## src/sv/vnf_pkg.sv

```systemverilog
package vnf_pkg;

  localparam int COORD_W = 48;
  localparam int CELL_LAT = 10;
  localparam int DIV_STAGES = 16;

  localparam logic [31:0] MUL_X = 32'h27d4eb2d;
  localparam logic [31:0] MUL_Z = 32'h165667b1;
  localparam logic [31:0] MUL_F = 32'h9e3779b1;
  localparam logic [31:0] HASH_MOD = 32'd100000;
  localparam logic [17:0] THREE_Q16 = 18'd196608;
  localparam logic [16:0] ONE_Q16 = 17'd65536;

  // ceil(2^49 / 100000): exact quotient of any 32-bit value by 100000 after >> 49.
  localparam logic [32:0] RECIP_H = 33'd5629499535;
  // ceil(2^50 / 100000): exact quotient of (r << 16) by 100000 after >> 34.
  localparam logic [33:0] RECIP_R = 34'd11258999069;

  typedef logic [31:0] word_t;

  function automatic word_t hash_mix(input word_t mx, input word_t mz);
    word_t h;
    h = mx ^ (mx >> 15);
    h = h + mz;
    h = h ^ (h >> 13);
    return h;
  endfunction

endpackage

```

## src/sv/vnf_div.sv

```systemverilog
module vnf_div
  import vnf_pkg::*;
#(
  parameter int D_W = 8,
  parameter int ACC_W = 24
) (
  input  logic             clk,
  input  logic             en,
  input  logic [ACC_W-1:0] dividend,
  input  logic [D_W-1:0]   divisor,
  output logic [15:0]      quotient
);

  logic [D_W-1:0] rem [DIV_STAGES+1];
  logic [15:0]    low [DIV_STAGES+1];
  logic [15:0]    quo [DIV_STAGES+1];

  // The quotient always fits 16 bits, so the top part is already below the divisor.
  assign rem[0] = dividend[ACC_W-1:16];
  assign low[0] = dividend[15:0];
  assign quo[0] = '0;

  for (genvar j = 0; j < DIV_STAGES; j++) begin : g_stage
    logic [D_W:0] trial;
    logic         fits;
    assign trial = {rem[j], low[j][15]};
    assign fits = trial >= {1'b0, divisor};
    always_ff @(posedge clk) begin
      if (en) begin
        rem[j+1] <= fits ? D_W'(trial - {1'b0, divisor}) : D_W'(trial);
        low[j+1] <= {low[j][14:0], 1'b0};
        quo[j+1] <= {quo[j][14:0], fits};
      end
    end
  end

  assign quotient = quo[DIV_STAGES];

endmodule

```

## config.mk

```make
export PLATFORM = sky130hd
export DESIGN_NAME = vnf_div
export DESIGN_NICKNAME = d
export VERILOG_FILES = /design/src/sv/vnf_pkg.sv /design/src/sv/vnf_div.sv
export SDC_FILE = /design/constraint.sdc
export NUM_CORES = 1
export LEC_CHECK = 0
export BUFFER_PORTS_ARGS = -buffer_cell sky130_fd_sc_hd__buf_2
export CORE_AREA = 2 2 192 194
export CTS_CLUSTER_DIAMETER = 200
export CTS_CLUSTER_SIZE = 16
export DETAILED_ROUTE_END_ITERATION = 7
export DIE_AREA = 0 0 194 196
export PLACE_DENSITY = 0.65
export SYNTH_ARGS = -nofsm -noshare
export SYNTH_HDL_FRONTEND = slang
export SYNTH_SLANG_ARGS = --single-unit
```

## constraint.sdc

```tcl
create_clock -name clk -period 7.33 [get_ports clk]
set_input_delay 1.0995 -clock clk [delete_from_list [all_inputs] [get_ports clk]]
set_output_delay 1.0995 -clock clk [all_outputs]
set_load 0.005 [all_outputs]
```

Yosys cells after proc, flatten, opt, wreduce, memory -nomap -nowiden:

Index checks and enable logic that the tools add are counted.

* bits in registers: 376
* input bits: 34
* output and inout bits: 16
* word-level logic and storage cells: 92

* add/sub/neg operators: 15
* magnitude comparators: 16
* multiplexer cells: 15

Operators by type and width (count)
* $ge 9x8->1: 16
* $mux 8: 15
* $sub 8x8->8: 15

Logic depth before layout (Yosys ltp):

* depth in word-level cells: 2
* gate-level depth with buffers: 8
* depth with buffers taken out: 8

Worst setup path before layout:

Ideal clock, no wire load.

* kind: input-to-reg
* from: input port divisor[3]
* to: register rem (netlist bit g_stage[10].trial[3]), data pin
* setup time: 0.260 ns
* arrival time: 2.864 ns
* required time: 7.070 ns
* slack: 4.206 ns
* cell stages on the path: 7
* path buffers: 0
* path through: inv_1 ha_1 a21o_1 a21oi_2 o21ai_2 a41oi_4 mux2_4

* word-level cells in the longest chain between the ends: 2

Ends and longest elaborated chain
* start, declared: line vnf_div.sv:10 `input logic [D_W-1:0] divisor,`
* $ge 9x8->1: line vnf_div.sv:27 `assign fits = trial >= {1'b0, divisor};`
* $mux 8: line vnf_div.sv:30 `rem[j+1] <= fits ? D_W'(trial - {1'b0, divisor}) : D_W'(trial);`
* end signal, assigned by index: line vnf_div.sv:30
* end, declared: line vnf_div.sv:14 `logic [D_W-1:0] rem [DIV_STAGES+1];`

No other way between the ends.
A chain may end at the register's enable or synchronous reset.

Final worst setup path:

* from: input port divisor[1]
* to: register rem (netlist bit g_stage[7].trial[3]), data pin

* word-level cells in the longest chain between the ends: 2
* elaborated cells between the ends (all ways): 3
* classes of those cells: add/sub: 1; order compare: 1; mux: 1

Ends and longest elaborated chain (line)
* $sub 8x8->8 or $ge 9x8->1 (tied branches): vnf_div.sv:30, vnf_div.sv:27
* $mux 8 *: vnf_div.sv:30

Mark *: on every way between the ends. The rest lies on a longest branch, timed or not.

==> results.yml <==
worst_hold_path:
  hold_path.startpoint: "low[188]"
  min_to: "low[173]"
  worstHoldPathCells: 0
  min-delay-path-class: "register to register"
sta:
  tightest_slew_ns: 1.09
  fin_skew_ns: 0.0115
  setup_viol_count_final: 0
  grt_setup_unrepaired: "no"
  hold_ws_ns: 0.409
  final.min_clock_period_ns: 3.53
  post_route_setup_tns_ns: 0
  drv_slew: 0
  maxSlewHeadroom_pct: 27.5
  timing.final.hold_violations: 0
  layout_worst_path_cycle_share_pct: 48.1
  maxClockFrequency_mhz: 283
finish:
  final_net_count: 1546
  post-route-cell-area_um2: 19900
  synthToLayoutAreaGrowth_pct: 7.49
  fill_cells: 2966
  diodes: 0
  layout.cells.most_common: "sky130_fd_sc_hd__edfxtp_1"
  drive_above_1_share_pct: 12.7
  mostFrequentLayoutCells: "376 x sky130_fd_sc_hd__edfxtp_1, 128 x sky130_fd_sc_hd__ha_1, 81 x sky130_fd_sc_hd__a21oi_1"
yosys:
  synth_edf_count: 376
  postSynth.asyncResetShare_pct: 0
  synth.largest_area_cell: "sky130_fd_sc_hd__edfxtp_1"
  yosys.cell_types.count: 55
  synth_area_um2: 18500
  synth-warning-count: 0
  synth_top_cell_area_share_pct: 61.0
  ys_seq_elements: 376
  synthTopCellsByArea: "sky130_fd_sc_hd__edfxtp_1 61%, sky130_fd_sc_hd__ha_1 8.7%, sky130_fd_sc_hd__mux2_4 2.8%, sky130_fd_sc_hd__a21oi_1 2.2%, sky130_fd_sc_hd__o21ai_0 2.0%"
  synth_fp_nets: 1490
  cells_after_synth: 1313
  synth_seq_area_share_pct: 61.0
  syn_avg_cell_area_um2: 14.1
  flip_flop_cell_with_the_highest_count_after_synthesis: "sky130_fd_sc_hd__edfxtp_1"
setup_path:
  regToRegSetupSlack_ns: 4.88
  crit_start: "divisor[1]"
  critPathKind: "input pin to register"
  worst-endpoint-arrival_ns: 3.79
  worst_ep_required_time_ns: 7.59
  worstSetupStartpointType: "input pin"
  reg2regPathDepth: 5
  end_kind: "register"
  worstReg2RegEnd: "g_stage[8].trial[4]"
  crit-reg2reg-launch: "g_stage[7].trial[5]"
  highest_fanout_seen_on_the_critical_path: 16
status:
  run_status: "complete, no violations"
drt:
  met2WireLength_um: 15300
  wl_met3_um: 1260
  count_of_unresolved_drc_violations_after_routing: 0
  post_drt_via_cell_ratio: 5.60
  detail-route-antenna-nets: 0
  routed-via-count: 10300
  highest-signal-layer: "met4"
  firstDrtPassIters: 5
  wl_per_cell_um: 17.0
  drt_first_iter_violations: 582
  wirelength_um: 31300
  wl_met1_um: 14100
clock_tree:
  cts_buffer_depth: 3
  clk_root_buffer_cell: "sky130_fd_sc_hd__clkbuf_16"
  post_cts_hold_buffer_count: 0
  number_of_cells_upsized_or_downsized_after_cts: 0
  clock_tree_from_tritoncts: "yes"
  cts_made_buffers: 27
  post_cts_buffers: 0
  clock_insertion_delay_worst_skew_ns: 0.57
  clk_transition_reported_paths_ns: 0.07
  numClockSinks: 376
  clock_tree.htree_level_count: 1
power_and_ir_drop:
  swShare_pct: 31.8
  power.switching_mw: 2.30
  p_total_mw: 7.22
  pwr-share-clk_pct: 18.5
  leakage_nw: 7.36
  sequentialPowerShare_pct: 44.2
  ir_worst_vdd_mv: 0.173
  p_int_mw: 4.92
  power.density_cell_area_nw_per_um2: 363
  pwr-share-comb_pct: 37.3
floorplanning:
  floorplan.rows: 70
  die-area_um2: 38000
  floorplan.initialDensity_pct: 51.3
  core_um2: 36100
  dieHeight_um: 196
  die_width_um: 194
  pin_count: 50
place:
  gp_congestion: 0.849
  io_buffers: 49
  placedInstanceArea_um2: 19200
  hpwl_um: 20300
global_routing:
  grt.overflow.total: 0
  groute.usage.overall_pct: 16.5
  global_route_wire_length_before_repair_um: 50700
  grt_start_max_net_pins: 156
  grt_antenna_before_repair: 0
  first_global_vias: 10100
job:
  drv.max_cap_violation_count: 0
==> worst max-delay path: stages <==
cell	delay (ns)
sky130_fd_sc_hd__buf_2	0.08
sky130_fd_sc_hd__buf_4	0.38
sky130_fd_sc_hd__inv_1	0.56
sky130_fd_sc_hd__ha_1	0.40
sky130_fd_sc_hd__a21oi_1	0.17
sky130_fd_sc_hd__o21ai_0	0.16
sky130_fd_sc_hd__a221oi_4	0.64
sky130_fd_sc_hd__o21ai_0	0.27
==> metrics by stage <==
stage / util (%) / setup WS (ns) / instances
after global routing: 55.1 / 3.47 / 1837
after CTS: 55.1 / 3.79 / 1837
final: 55.1 / 3.80 / 1837
after floorplan: - / 4.21 / 1313
after global placement: 53.1 / 3.29 / 1808
after detailed placement: 53.1 / 3.17 / 1808
==> power by group through the flow <==
stage / sequential, mW / clock, mW / combinational, mW
after CTS: 3.20 / 1.40 / 2.70
after global routing: 3.23 / 1.47 / 3.01
final: 3.19 / 1.34 / 2.69
after global placement: 3.23 / 0 / 2.61
after floorplan: 3.14 / 0 / 2.26
after detailed placement: 3.24 / 0 / 2.68
==> routing by layer <==
| metal | vias to the layer above | GRT usage (%) |
|---|---|---|
| met2 | 160 | 28.6 |
| met5 | - | 0 |
| met3 | 40 | 2.66 |
| met1 | 4978 | 21.8 |
| li1 | 5103 | - |
| met4 | 0 | 4.38 |
==> how the worst max path moves through the flow <==
stage                                       to
after CTS                  g_stage[7].trial[3]
after detailed placement   g_stage[5].trial[8]
after global routing       g_stage[5].trial[8]
final                      g_stage[7].trial[3]
after global placement     g_stage[7].trial[3]
after floorplan           g_stage[10].trial[3]
==> kinds of logic after synthesis <==
| kind of cell | synth area share (%) |
|---|---|
| adders and majority gates | 10.3 |
| buffers and inverters | 2.60 |
| xor gates and xnor gates | 2.13 |
| DFF | 61.0 |
| AOI/OAI and AO/OA | 12.8 |
| muxes | 3.78 |
| and+or+nand+nor | 7.33 |
==> final cells by class <==
| type | count | area, um^2 | share of cell area, % |
|---|---|---|---|
| sequential | 376 | 11300 | 56.8 |
| multi-input combinational | 840 | 6720 | 33.8 |
| clock buffer | 27 | 676 | 3.40 |
| tap | 468 | 586 | 2.95 |
| timing repair buffer | 56 | 320 | 1.61 |
| inverter | 68 | 255 | 1.28 |
| clock inverter | 2 | 28.8 | 0.145 |
==> state kept, by name, summed over array words and instances, names as in the netlist <==
name           cells
g_stage.trial    135
low              105
quo              120
quotient          16
==> cells in the mapped netlist (21+ instances only) <==
| cell type | number |
|---|---|
| sky130_fd_sc_hd__edfxtp_1 | 376 |
| sky130_fd_sc_hd__ha_1 | 128 |
| sky130_fd_sc_hd__a21oi_1 | 81 |
| sky130_fd_sc_hd__nand2_1 | 79 |
| sky130_fd_sc_hd__o21ai_0 | 73 |
| sky130_fd_sc_hd__inv_1 | 61 |
| sky130_fd_sc_hd__nor2_1 | 39 |
| sky130_fd_sc_hd__mux2_4 | 35 |
| sky130_fd_sc_hd__o21ai_1 | 30 |
| sky130_fd_sc_hd__o21a_1 | 25 |
| sky130_fd_sc_hd__a21o_1 | 24 |
| sky130_fd_sc_hd__xnor2_1 | 24 |
| sky130_fd_sc_hd__nand2b_1 | 23 |
| sky130_fd_sc_hd__nor2b_1 | 23 |
| sky130_fd_sc_hd__nand3_1 | 22 |
| sky130_fd_sc_hd__xor2_1 | 21 |
Power figures use the tool's default switching activity.
